==> src/tdvi_pkg.sv <==
// tdvi_pkg: shared types, constants and the 16.16 multiply helper
// used by the lanes and the top level of the velocity integrator
// no dependencies
package tdvi_pkg;

  // number of vector components worked on side by side
  localparam int unsigned LANES = 3;

  // 1.0 in 16.16, wide enough to hold exactly one
  localparam logic [16:0] ONE_FIX = 17'h1_0000;

  // quotient bits produced by the reciprocal divider (2^32 has 33 bits)
  localparam logic [5:0] DIV_STEPS = 6'd33;

  // operation that the sequencer hands to every lane
  typedef enum logic [1:0] {
    LANE_HOLD,
    LANE_LOAD,
    LANE_MULACC,
    LANE_STEP
  } lane_op_t;

  // control bundle from sequencer to lanes
  typedef struct packed {
    lane_op_t    op;
    logic        zero_acc;
    logic [31:0] coef;
  } lane_ctrl_t;

  // 16.16 multiply: full signed product, bits 47..16 kept (floor, wraps)
  function automatic logic [31:0] fx_mul(input logic signed [31:0] a,
                                         input logic signed [31:0] b);
    logic signed [63:0] p;
    p = $signed({{32{a[31]}}, a}) * $signed({{32{b[31]}}, b});
    return p[47:16];
  endfunction

endpackage

==> src/tdvi_lane.sv <==
// tdvi_lane: one velocity component with its acceleration register and multiplier
// depends on tdvi_pkg for the lane control bundle and fx_mul
module tdvi_lane import tdvi_pkg::*; (
  input  logic        clk,
  input  lane_ctrl_t  ctrl,
  input  logic [31:0] vel_in,
  input  logic [31:0] thrust_in,
  output logic [31:0] vel_out
);

  logic signed [31:0] v_r;
  logic signed [31:0] acc_r;
  logic signed [31:0] mul_a;
  logic [31:0]        prod;

  // multiplier operand: velocity plus acceleration for a step, else acceleration
  assign mul_a = (ctrl.op == LANE_STEP) ? v_r + acc_r : acc_r;
  assign prod  = fx_mul(mul_a, $signed(ctrl.coef));

  // lane registers
  always_ff @(posedge clk) begin
    unique case (ctrl.op)
      LANE_LOAD: begin
        v_r   <= $signed(vel_in);
        acc_r <= ctrl.zero_acc ? 32'sd0 : $signed(thrust_in);
      end
      LANE_MULACC: begin
        acc_r <= $signed(prod);
      end
      LANE_STEP: begin
        v_r <= $signed(prod);
      end
      LANE_HOLD: begin
      end
    endcase
  end

  assign vel_out = v_r;

endmodule

==> config.mk <==
export PLATFORM = sky130hd
export DESIGN_NAME = tdvi_lane
export DESIGN_NICKNAME = d
export VERILOG_FILES = /design/src/tdvi_pkg.sv /design/src/tdvi_lane.sv
export SDC_FILE = /design/constraint.sdc
export NUM_CORES = 2
export LEC_CHECK = 0
export ABC_CLOCK_PERIOD_IN_PS = 15660
export BUFFER_PORTS_ARGS = -buffer_cell sky130_fd_sc_hd__buf_4
export CORE_UTILIZATION = 62
export CTS_CLUSTER_SIZE = 8
export DETAILED_ROUTE_END_ITERATION = 12
export PLACE_DENSITY_LB_ADDON = 0.3
export SLEW_MARGIN = 20
export SYNTH_ARGS = -nofsm -noshare
export SYNTH_HDL_FRONTEND = slang
export SYNTH_SLANG_ARGS = --single-unit
==> constraint.sdc <==
create_clock -name clk -period 15.66 [get_ports clk]
set_input_delay 0.783 -clock clk [delete_from_list [all_inputs] [get_ports clk]]
set_output_delay 0.783 -clock clk [all_outputs]
set_load 0.02 [all_outputs]
# Yosys cells after proc, flatten, opt, wreduce, memory -nomap -nowiden
# Index checks and enable logic that the tools add are counted.
[word_totals]
register_bits = 64
inputBits = 100
output_inout_bits = 32
word_cells = 13
[op_classes]
addsub = 1
mul = 1
eq_ne = 3
n_mux = 4
n_reduce_logical = 2
[ops]
columns = ["op", "n"]
rows = [
  ["case mux 32 bit (2 select lines)", 2],
  ["2-to-1 mux 32 bit", 2],
  ["multiplier 32 x 32 -> 48 bit", 1],
  ["adder 32 bit", 1],
  ["equality test 2 bit (second input constant)", 2],
  ["nonzero test 2 bit", 2],
  ["equality test 2 x 1 -> 1 bit (second input constant)", 1],
]

# Depth between registers and ports, before layout
[logic_depth]
ltp_word = 4
depth_mapped = 42

# Least setup slack after synthesis
# No wires, ideal clock.
[synth_timing]
kind = "reg-to-reg"
startpoint = "reg v_r[4], in the netlist vel_out[4]"
endpoint = "reg v_r[31], in the netlist vel_out[31] (data pin)"
setup_ns = 0.260
arrival_time_ns = 10.557
path_slack_ns = 4.843
stages_incl_launch_ff = 36
path_buffers = 1
cell_sequence = "edfxtp_1 ha_1 a211oi_2 o311ai_1 a22oi_2 a31oi_1 or4_1 a41oi_1 o2111ai_1 o21ai_0 a21oi_1 xnor2_1 clkbuf_1 nand2_1 fa_1 inv_1 fa_1 fa_1 inv_1 fa_1 fa_1 fa_1 fa_1 fa_1 xnor2_1 xnor2_1 xnor2_1 xnor2_1 xnor2_1 xnor3_1 xnor3_1 xnor3_1 xnor3_1 xnor3_1 xnor2_1 mux2_4"
[synth_between]
elab_chain_cells = 4
[synth_lines]
columns = ["item", "line_no", "source"]
rows = [
  ["start, declared", "tdvi_lane.sv:11", "logic signed [31:0] v_r;"],
  ["start signal, assigned", "tdvi_lane.sv:24", "v_r <= $signed(vel_in);"],
  ["start signal, assigned", "tdvi_lane.sv:31", "v_r <= $signed(prod);"],
  ["adder 32 bit", "tdvi_lane.sv:17", "assign mul_a = (ctrl.op == LANE_STEP) ? v_r + acc_r : acc_r;"],
  ["2-to-1 mux 32 bit", "tdvi_lane.sv:17", ""],
  ["multiplier 32 x 32 -> 48 bit", "tdvi_pkg.sv:34", "p = $signed({{32{a[31]}}, a}) * $signed({{32{b[31]}}, b});"],
  ["case mux 32 bit (2 select lines)", "tdvi_lane.sv:22", "unique case (ctrl.op)"],
]
# Every way passes these cells.
# A chain may end at the register's enable or synchronous reset.

# Worst setup path in the final report
# Same ends and word-level chain as after synthesis.

==> summary.txt <==
GRT
  – Largest net degree at the start of global routing: 45
  – Number of global-route vias before repair: 26.8k
  – Overflow after GRT: 0
  – Initial antenna violation count: 1
  – First-pass GRT wire length: 145000 um
  – Total track usage: approximately 34%

Synth
  – Number of flops mapped to enable cells by yosys: 64
  – Synth cell types: between 70 and 80
  – Share of the synthesized area in the top cell type: approximately half
  – Simple-Gate Fraction of Synth Area: 16.9%
  – Post-synthesis compound-gate area fraction: between 5 and 6%
  – Synth Area per Inst: 9.55 um2
  – Netlist Area Pre-Place: around 34000 um2
  – Main combinational cell family by area after synthesis: adder cells
  – Mux share of post-synthesis cell area: 1.68%
  – Adder-cell share of the synthesized area: around 57%
  – Synth top cells by count: fa_1 (839), inv_1 (825), and2_1 (290)
  – Post-Synth XOR/XNOR Area: under 10%
  – Leading area contributor after synthesis: fa_1
  – Top FF cell, synth: edfxtp_1
  – Sequential element share of the synthesized area: approximately 5.7%
  – Asr flop ratio synth: 0%
  – FF+latch count, synth: 64
  – Top-count cell post-synth: fa_1
  – Top cells by area, synth: fa_1 (50%), inv_1 (9.2%), ha_1 (7.3%), edfxtp_1 (5.7%), and2_1 (5.4%)
  – Syn nets: 4680
  – Mapped Cells: ~3.5k
  – Yosys warns: 0

Routing
  – Vias per inst: 5.75
  – Via count: ~24k
  – Iter 0 DRT Violations: approximately 1.6k
  – Drt pass-1 iters: 5
  – Drt drc: 0
  – Post-route ant nets: 0
  – WL final: about 90000 um
  – Routed WL per cell: 21.2 um

Clock network
  – CTS root buf: clkbuf_16
  – TritonCTS buffer count: 9
  – Number of buffers added for setup after CTS: 0
  – Clk slew on worst S/H paths: around 0.060 ns
  – Max Root-Sink Buffers: 2
  – Sink Count: 64
  – Cts-stage hold buffer count: 0
  – Clk_lat worst skew: 0.35 ns
  – Htree depth: 3
  – CTS resizes: 0
  – CTS tree: yes

Placement
  – Hpwl dp: about 71000 um
  – Port-buffer cells: 131
  – Routability Congestion: ~0.96
  – Dpl cell area: between 30000 and 40000 um2

Critical path
  – Slowest Stage Delay on Critical Path: about 0.64 ns
  – Crit-path max FO: 17
  – CP endpoint kind: flip-flop
  – Crit path top cell by count: fa_1
  – R2R setup slack: ~4.0 ns
  – Worst path slowest cell: or4_1
  – Critical path launch point type: flip-flop
  – Required time worst endpoint: about 16 ns
  – Critical path class: flip-flop to flip-flop
  – WP data arrival: about 12 ns

STA
  – Slew Limit Fails: 0
  – Final Hold Viols: 0
  – Period minus WS final: 11.66 ns
  – Period utilisation layout: around three quarters
  – Clk_skew: 0.00661 ns
  – Relative max-transition margin: around 28%
  – Max Freq: between 80 and 90 MHz
  – RSZ-0062 raised after global routing: false
  – Final setup violation count: 0
  – Worst slew pin tran: between 1 and 1.5 ns
  – Final TNS setup: 0 ns

Floorplan
  – CORE AREA: about 54000 um2
  – Overall die width: 236 um
  – I/O pin count: about 130
  – Die area: between 50000 and 60000 um2
  – FP Rows: 85
  – Vert. Die Dim: around 240 um
  – Initial Util: 62.7%

Layout
  – Final net count: ~4.7k
  – Layout cell share with drive strength beyond 1: roughly 7.0%
  – # diodes: 0
  – Finished Core Util: between 60% and 70%
  – Final Cell Area: about 36000 um2
  – Area grow syn2layout: 5.13%

Job
  – Max Cap Viol: 0

Status
  – Status: completed

Hold path
  – Worst Hold Class: primary input to flip-flop
[cells in the final DEF, fill, tap and decap left out, drive strengths merged, types with 4 or more instances in the layout]
cell type	instances
a211o	5
nand2b	69
a31oi	13
nand4	12
edfxtp	64
o21a	13
nand2	283
or3	6
xnor3	7
nor3	15
nor2	71
mux2i	9
nand3	10
buf	156
nor2b	278
o21bai	5
mux2	42
inv	825
a21o	35
a211oi	7
o211ai	5
fa	839
clkinvlp	4
a22o	29
xnor2	59
and3	6
and2	290
a221o	5
ha	197
clkbuf	9
nor4	5
o2111ai	4
xor2	14
a21oi	55
a21boi	5
o21ai	32
[state kept, by name, indices dropped and copies added, names as in the netlist]
register,count
acc_r,32
vel_out,32
[cell type report]
| type | count | area (um2) |
|---|---|---|
| tap | 696 | 871 |
| inverter | 826 | 3100 |
| multi-input combinational | 2469 | 28200 |
| clock inverter | 7 | 72.6 |
| clock buffer | 9 | 225 |
| timing repair buffer | 156 | 1170 |
| fill | 4328 | 18400 |
| sequential | 64 | 1920 |
[logic make-up (layout without fill, tap and decap cells)]
kind of cell,count (synthesis),count (layout)
and+or+nand+nor,1056,1056
adders and majority gates,1036,1036
buffers and inverters,1011,998
AOI/OAI and AO/OA,246,246
xor gates and xnor gates,80,80
DFF,64,64
muxes,51,51
[critical path: cells and delay by family, from the launching register on]
family                   cells  cell delay [ns]
adder cells (fa/ha/maj)      9             4.33
XOR/XNOR                    12             2.87
AO/OA/AOI/OAI                8             1.83
AND/OR/NAND/NOR              2             0.84
buffers and inverters        4             0.81
flip-flops                   1             0.40
multiplexers                 1             0.27
[metrics by stage]
| step | setup slack, ns | std cells | hold WS, ns |
|---|---|---|---|
| after CTS | 4.13 | 4227 | 0.719 |
| final | 4.00 | 4227 | 0.721 |
| after global placement | 4.41 | 4211 | 1.07 |
| after global routing | 3.48 | 4227 | 0.718 |
| after floorplan | 4.84 | 3544 | 0.878 |
| after detailed placement | 4.18 | 4211 | 1.07 |
[metal layers]
metal	GRT usage, %	routed length (um)	up-vias
li1	-	-	10400
met1	42.6	33400	12700
met2	59.9	45900	972
met3	4.33	5930	250
met4	13.8	4330	2
met5	0	12	-
[worst paths after layout]
path | from | end | cells past startpoint
worst min-delay path | thrust_in[29] | acc_r[29] | 2
worst max-delay path | vel_out[4] | vel_out[31] | 36
worst max register to register | vel_out[4] | vel_out[31] | 36
worst min register to register | acc_r[31] | vel_out[31] | 5
Power is left out: the tool's default activity adds up to more than one toggle a clock period on the data nets, which glitch-free logic cannot reach.
