**src/tdvi_pkg.sv**
```systemverilog
// tdvi_pkg: shared types, constants and the 16.16 multiply helper
// used by the lanes and the top level of the velocity integrator
// no dependencies
package tdvi_pkg;

  // number of vector components worked on side by side
  localparam int unsigned LANES = 3;

  // 1.0 in 16.16, wide enough to hold exactly one
  localparam logic [16:0] ONE_FIX = 17'h1_0000;

  // quotient bits produced by the reciprocal divider (2^32 has 33 bits)
  localparam logic [5:0] DIV_STEPS = 6'd33;

  // operation that the sequencer hands to every lane
  typedef enum logic [1:0] {
    LANE_HOLD,
    LANE_LOAD,
    LANE_MULACC,
    LANE_STEP
  } lane_op_t;

  // control bundle from sequencer to lanes
  typedef struct packed {
    lane_op_t    op;
    logic        zero_acc;
    logic [31:0] coef;
  } lane_ctrl_t;

  // 16.16 multiply: full signed product, bits 47..16 kept (floor, wraps)
  function automatic logic [31:0] fx_mul(input logic signed [31:0] a,
                                         input logic signed [31:0] b);
    logic signed [63:0] p;
    p = $signed({{32{a[31]}}, a}) * $signed({{32{b[31]}}, b});
    return p[47:16];
  endfunction

endpackage

```
**src/tdvi_div.sv**
```systemverilog
// tdvi_div: restoring divider that forms 2^32 / mass, one quotient bit per cycle
// depends on tdvi_pkg for the step count
module tdvi_div import tdvi_pkg::*; (
  input  logic        clk,
  input  logic        rst_n,
  input  logic        start,
  input  logic [30:0] mass,
  output logic        done,
  output logic [31:0] recip
);

  logic [30:0] mass_r;
  logic [30:0] rem_r;
  logic [32:0] quo_r;
  logic [5:0]  cnt_r;
  logic        run_r;
  logic        done_r;

  logic [31:0] shifted;
  logic [31:0] diff;
  logic        ge;

  // shift in the next dividend bit: a one first, zeros after
  assign shifted = {rem_r, (cnt_r == 6'd0)};
  assign diff    = shifted - {1'b0, mass_r};
  assign ge      = (shifted >= {1'b0, mass_r});

  // control: run for a fixed number of steps, then flag done
  always_ff @(posedge clk) begin
    if (!rst_n) begin
      run_r  <= 1'b0;
      done_r <= 1'b0;
      cnt_r  <= '0;
    end else if (start) begin
      run_r  <= 1'b1;
      done_r <= 1'b0;
      cnt_r  <= '0;
    end else if (run_r) begin
      cnt_r <= cnt_r + 6'd1;
      if (cnt_r == DIV_STEPS - 6'd1) begin
        run_r  <= 1'b0;
        done_r <= 1'b1;
      end
    end
  end

  // datapath: partial remainder and quotient
  always_ff @(posedge clk) begin
    if (start) begin
      mass_r <= mass;
      rem_r  <= '0;
      quo_r  <= '0;
    end else if (run_r) begin
      rem_r <= ge ? diff[30:0] : shifted[30:0];
      quo_r <= {quo_r[31:0], ge};
    end
  end

  // zero mass gives no acceleration; quotient kept to 32 bits
  assign recip = (mass_r == 31'd0) ? 32'd0 : quo_r[31:0];
  assign done  = done_r;

endmodule

```
**config.mk**
```make
export PLATFORM = sky130hd
export DESIGN_NAME = tdvi_div
export DESIGN_NICKNAME = d
export VERILOG_FILES = /design/src/tdvi_pkg.sv /design/src/tdvi_div.sv
export SDC_FILE = /design/constraint.sdc
export NUM_CORES = 1
export LEC_CHECK = 0
export BUFFER_PORTS_ARGS = -buffer_cell sky130_fd_sc_hd__buf_2
export CORE_MARGIN = 3
export CORE_UTILIZATION = 35
export CTS_BUF_LIST = sky130_fd_sc_hd__clkbuf_16
export CTS_CLUSTER_DIAMETER = 40
export CTS_CLUSTER_SIZE = 16
export DETAILED_ROUTE_END_ITERATION = 8
export SETUP_SLACK_MARGIN = 0.5
export SYNTH_ARGS = -nofsm -noshare
export SYNTH_HDL_FRONTEND = slang
export SYNTH_SLANG_ARGS = --single-unit
```
**constraint.sdc**
```tcl
create_clock -name clk -period 4.45 [get_ports clk]
set_input_delay 0.445 -clock clk [delete_from_list [all_inputs] [get_ports clk]]
set_output_delay 0.445 -clock clk [all_outputs]
set_load 0.05 [all_outputs]
```
# Yosys cells after proc, flatten, opt, wreduce, memory -nomap -nowiden
# Cells that the tools add are included.
# op_classes
n_mux	5
eq_ne	1
add_sub_neg	2
n_reduce_logical	4
order_cmp	1
n_bitwise	1
# ops
operator	count
$ge 32x31->1	1
$mux 32	1
$logic_not 31->1	1
$mux 31	1
$sub 31x31->31	1
$add 6x1->6 const B	1
$eq 6x6->1 const B	1
$logic_not 6->1	1
$mux 1	3
$reduce_and 2->1	1
$reduce_or 2->1	1
$not 1->1	1
# word_totals
input_bits	34
out_inout_bits	33
reg_bits	102

# Depth between registers and ports, before layout
# logic_depth
ltp_word	4
ltp_mapped	17
mapped_depth_nobuf	15

# Worst setup path before layout
# No wires, ideal clock.
# synth_timing
path_kind	flip-flop to flip-flop
from	reg cnt_r[0]
to	reg rem_r[18]
t_arrival_ns	3.121
path_stages_with_launch	16
setup_ns	0.081
path_buffers	1
path_slack_ns	1.248
path_cell_list	dfxtp_1 -> inv_1 -> ha_1 -> nor4b_1 -> nand2b_1 -> ha_1 -> fa_1 -> nor2b_1 -> o31a_1 -> o221a_2 -> o21bai_2 -> a31oi_2 -> nor2_2 -> buf_6 -> or3_1 -> a41oi_1
# synth_via
elab_chain_cells	3
# synth_lines
element	line_no	rtl
start: declaration	tdvi_div.sv:15	logic [5:0] cnt_r;
start signal: assignment	tdvi_div.sv:39	cnt_r <= cnt_r + 6'd1;
$logic_not 6->1 (*)	tdvi_div.sv:24	assign shifted = {rem_r, (cnt_r == 6'd0)};
$sub 31x31->31 / $ge 32x31->1 (equally long branches)	tdvi_div.sv:25, tdvi_div.sv:26	
$mux 31 (*)	tdvi_div.sv:54	rem_r <= ge ? diff[30:0] : shifted[30:0];
end signal: assignment	tdvi_div.sv:54	
end: declaration	tdvi_div.sv:13	logic [30:0] rem_r;
# Every way passes the cells marked *; elsewhere a longest branch is shown, timed or not.
# A chain may end at the register's enable or synchronous reset.

# Worst setup path after layout
# layout_timing
from	reg cnt_r[0]
to	reg rem_r[29]
# The elaborated chain is that of the path after synthesis.

==> impl_metrics.yaml <==
logic_synthesis:
  synth-seq-area-share_pct: 39.4
  post-synth-top-area-cell: "dfxtp_1"
  synth_flop_cell: "dfxtp_1"
  synth.cells.most_frequent: "nor2_1, dfxtp_1, a21oi_1"
  synth.most_common_cell: "nor2_1"
  synth_seq_cells: 102
  synthesis.nets: 730
  synth.top_cell.area_share_pct: 23.8
  synth_edf_count: 31
  ys_warn_count: 0
  netlist_top_cells_area: "dfxtp_1, edfxtp_1, ha_1"
  async_reset_ff_share_pct: 0
  syn_inst: 662
  synth_cell_types: 67
  syn-cell-area_um2: 5960
  avgSynthCellArea_um2: 9.01
global_route:
  grt_overflow: 0
  grtUsageTotal_pct: 14.2
  antenna_found_initial: 0
  grt_pass1_wl_um: 21500
  grt_pass1_vias: 4439
  grt_max_degree: 82
timing:
  fin_ws_ps: 891
  worst_pin_slew_ps: 1090
  fin_crit_sh_pct: 80.0
  fin_crit_ps: 3560
  rsz0062_at_grt: "no"
  skew_ps: 11.1
  finalSetupTns_ps: 0
  setup_violations: 0
  max-slew-margin-rel_pct: 26.5
  max_freq_mhz: 281
  hold_violations: 0
  maxSlewViolCount: 0
worst_setup_path:
  crit_top_cell: "ha_1"
  path_cells: "inv_1 -> ha_1 -> nor4b_4 -> nand2b_1 -> ha_1 -> fa_1 -> nor2b_2 -> o31a_1 -> o221a_2 -> o21bai_2 -> a31oi_4 -> nor2_4 -> or4b_1 -> a31oi_1"
  cp-startpoint: "cnt_r[0]$_SDFFE_PP0P_"
  critPathMaxFanout: 24
  critPathBufInv: 1
  worstPathArrival_ps: 3850
  critPathRequiredTime_ps: 4740
  crit_path_end_kind: "flop"
  rrSetupSlack_ps: 890
  r2r-start: "cnt_r[0]$_SDFFE_PP0P_"
  slowest_delay_ps: 570
  rr_worst_depth: 14
  r2r_end: "rem_r[29]$_SDFFE_PP0P_"
  crit_family: "simple AND/OR/NAND/NOR gates"
  endpoint: "rem_r[29]$_SDFFE_PP0P_"
  crit_type: "flop to flop"
  crit_path_start_kind: "flop"
  cp_slowest_cell: "or4b_1"
  cp_num_cells: 14
cells_and_area:
  area_growth_syn_to_layout_pct: 13.6
  diodes: 0
  nets: 778
  final_cells: 935
  final_area_um2: 6780
  drive_above_1_share_pct: 15.8
clocking:
  numClockSinks: 102
  htree_levels: 3
  ctsLongestPathBuffers: 2
  postCtsHoldBufs: 0
  clkLatencyLatePin_ps: 360
  clk_pin_slew_ps: 80
  tritoncts: "done"
  cts_inserted_buffers: 9
  clockRootBuffer: "clkbuf_16"
die:
  die_w_um: 137
  die_area_um2: 18600
  row_count: 47
  ios: 67
  initial_core_util_pct: 35.8
  chipHeight_um: 137
  coreArea_um2: 16600
power:
  ir_drop_uv: 198
  power-per-cell-area_nw_per_um2: 361
  leakagePower_nw: 2.94
drt:
  drt_iter0_drc: 320
  vias: 4772
  routedWlPerCell_um: 14.1
  drt-total-wl_um: 13200
  via_per_inst: 5.10
  firstDrtPassIters: 6
  detail-route-antenna-nets: 0
  drc: 0
placed_design:
  dp_hpwl_um: 9150
  dpl_worst_slack_ps: 496
  routabilityCongestion: 0.828
  place_area_um2: 6410
  portBuffers: 66
  dp_cells: 916
hold_path:
  hold_path_depth: 1
  min_from: "mass[27]"
  hp-class: "input port to flop"
run:
  drv_cap: 0
status:
  status: "complete, no violations"
## timing repair
action	CTS	global route
cloned	0	2
endpoints found under the setup margin	1	31
gates resized for setup	0	5
pin swaps	1	2
setup buffers	0	1
## cell usage in the layout (no fill, tap or decap), drive strengths merged, types with 11 or more instances in the layout
cell type	netlist	final
xnor2	11	11
ha	33	33
dfxtp	71	71
edfxtp	31	31
nand2	34	34
a21oi	48	48
nor3	12	12
nand4	11	11
nor2b	43	43
o21ai	18	18
a31oi	11	11
buf	12	71
o21a	12	12
a211oi	27	27
mux2i	38	38
inv	38	41
nor2	90	92
## worst register-to-register path: stages (launching register included)
cell      delay, ps
dfxtp_1         350
inv_1            70
ha_1            150
nor4b_4         230
nand2b_1        120
ha_1            220
fa_1            400
nor2b_2         170
o31a_1          220
o221a_2         240
o21bai_2        110
a31oi_4         320
nor2_4          200
or4b_1          570
a31oi_1         130
## power breakdown
part           switching (mW)  internal (mW)  leakage (nW)
registers              0.0526           1.01         0.882
logic                   0.326          0.232          1.90
clock network           0.395          0.432         0.156
total                   0.774           1.68          2.94
## through the flow
stage / hold WS (ps) / utilization [%] / power, mW
finish: 252 / 40.7 / 2.45
global route: 246 / 40.7 / 2.58
CTS: 240 / 40.4 / 2.47
detailed placement: 477 / 38.5 / 1.63
global placement: 474 / 38.5 / 1.63
floorplan: 452 / - / 1.53
## routing by layer
metal,vias up,global-route usage (%),routed length [um]
met5,-,0,0
met4,0,6.72,279
met3,13,1.62,308
met2,58,21.2,5990
met1,2235,20.4,6660
li1,2466,-,-
## cell type report
class / instances / area, um2
fillers: 1688 / 9860
multi-input cells: 488 / 3310
flip-flops and latches: 102 / 2360
repair buffers: 71 / 370
well taps: 220 / 275
clock buffers: 10 / 250
inverters: 38 / 143
clock inverters: 6 / 70.1
## registers in the layout, indices dropped and copies added, names as in the netlist
name,flops
mass_r,31
run_r,1
rem_r,31
quo_r,32
cnt_r,6
done,1
## cells by family after synthesis
logic type	after synthesis	share of synthesized area [%]
XOR/XNOR	21	3.08
multiplexers	40	6.75
flip-flops	102	39.4
AO/OA/AOI/OAI	164	18.9
AND/OR/NAND/NOR	227	18.7
adder cells (fa/ha/maj)	34	7.26
buffers and inverters	74	5.87
## worst min path at each step
stage / end / slack, ps
floorplan: quo_r[31]$_SDFFE_PP0P_ / 450
global placement: quo_r[31]$_SDFFE_PP0P_ / 470
detailed placement: done$_SDFFE_PP0P_ / 480
CTS: mass_r[27]$_DFFE_PP_ / 240
global route: mass_r[27]$_DFFE_PP_ / 250
finish: mass_r[27]$_DFFE_PP_ / 250
Power figures use the tool's default switching activity.
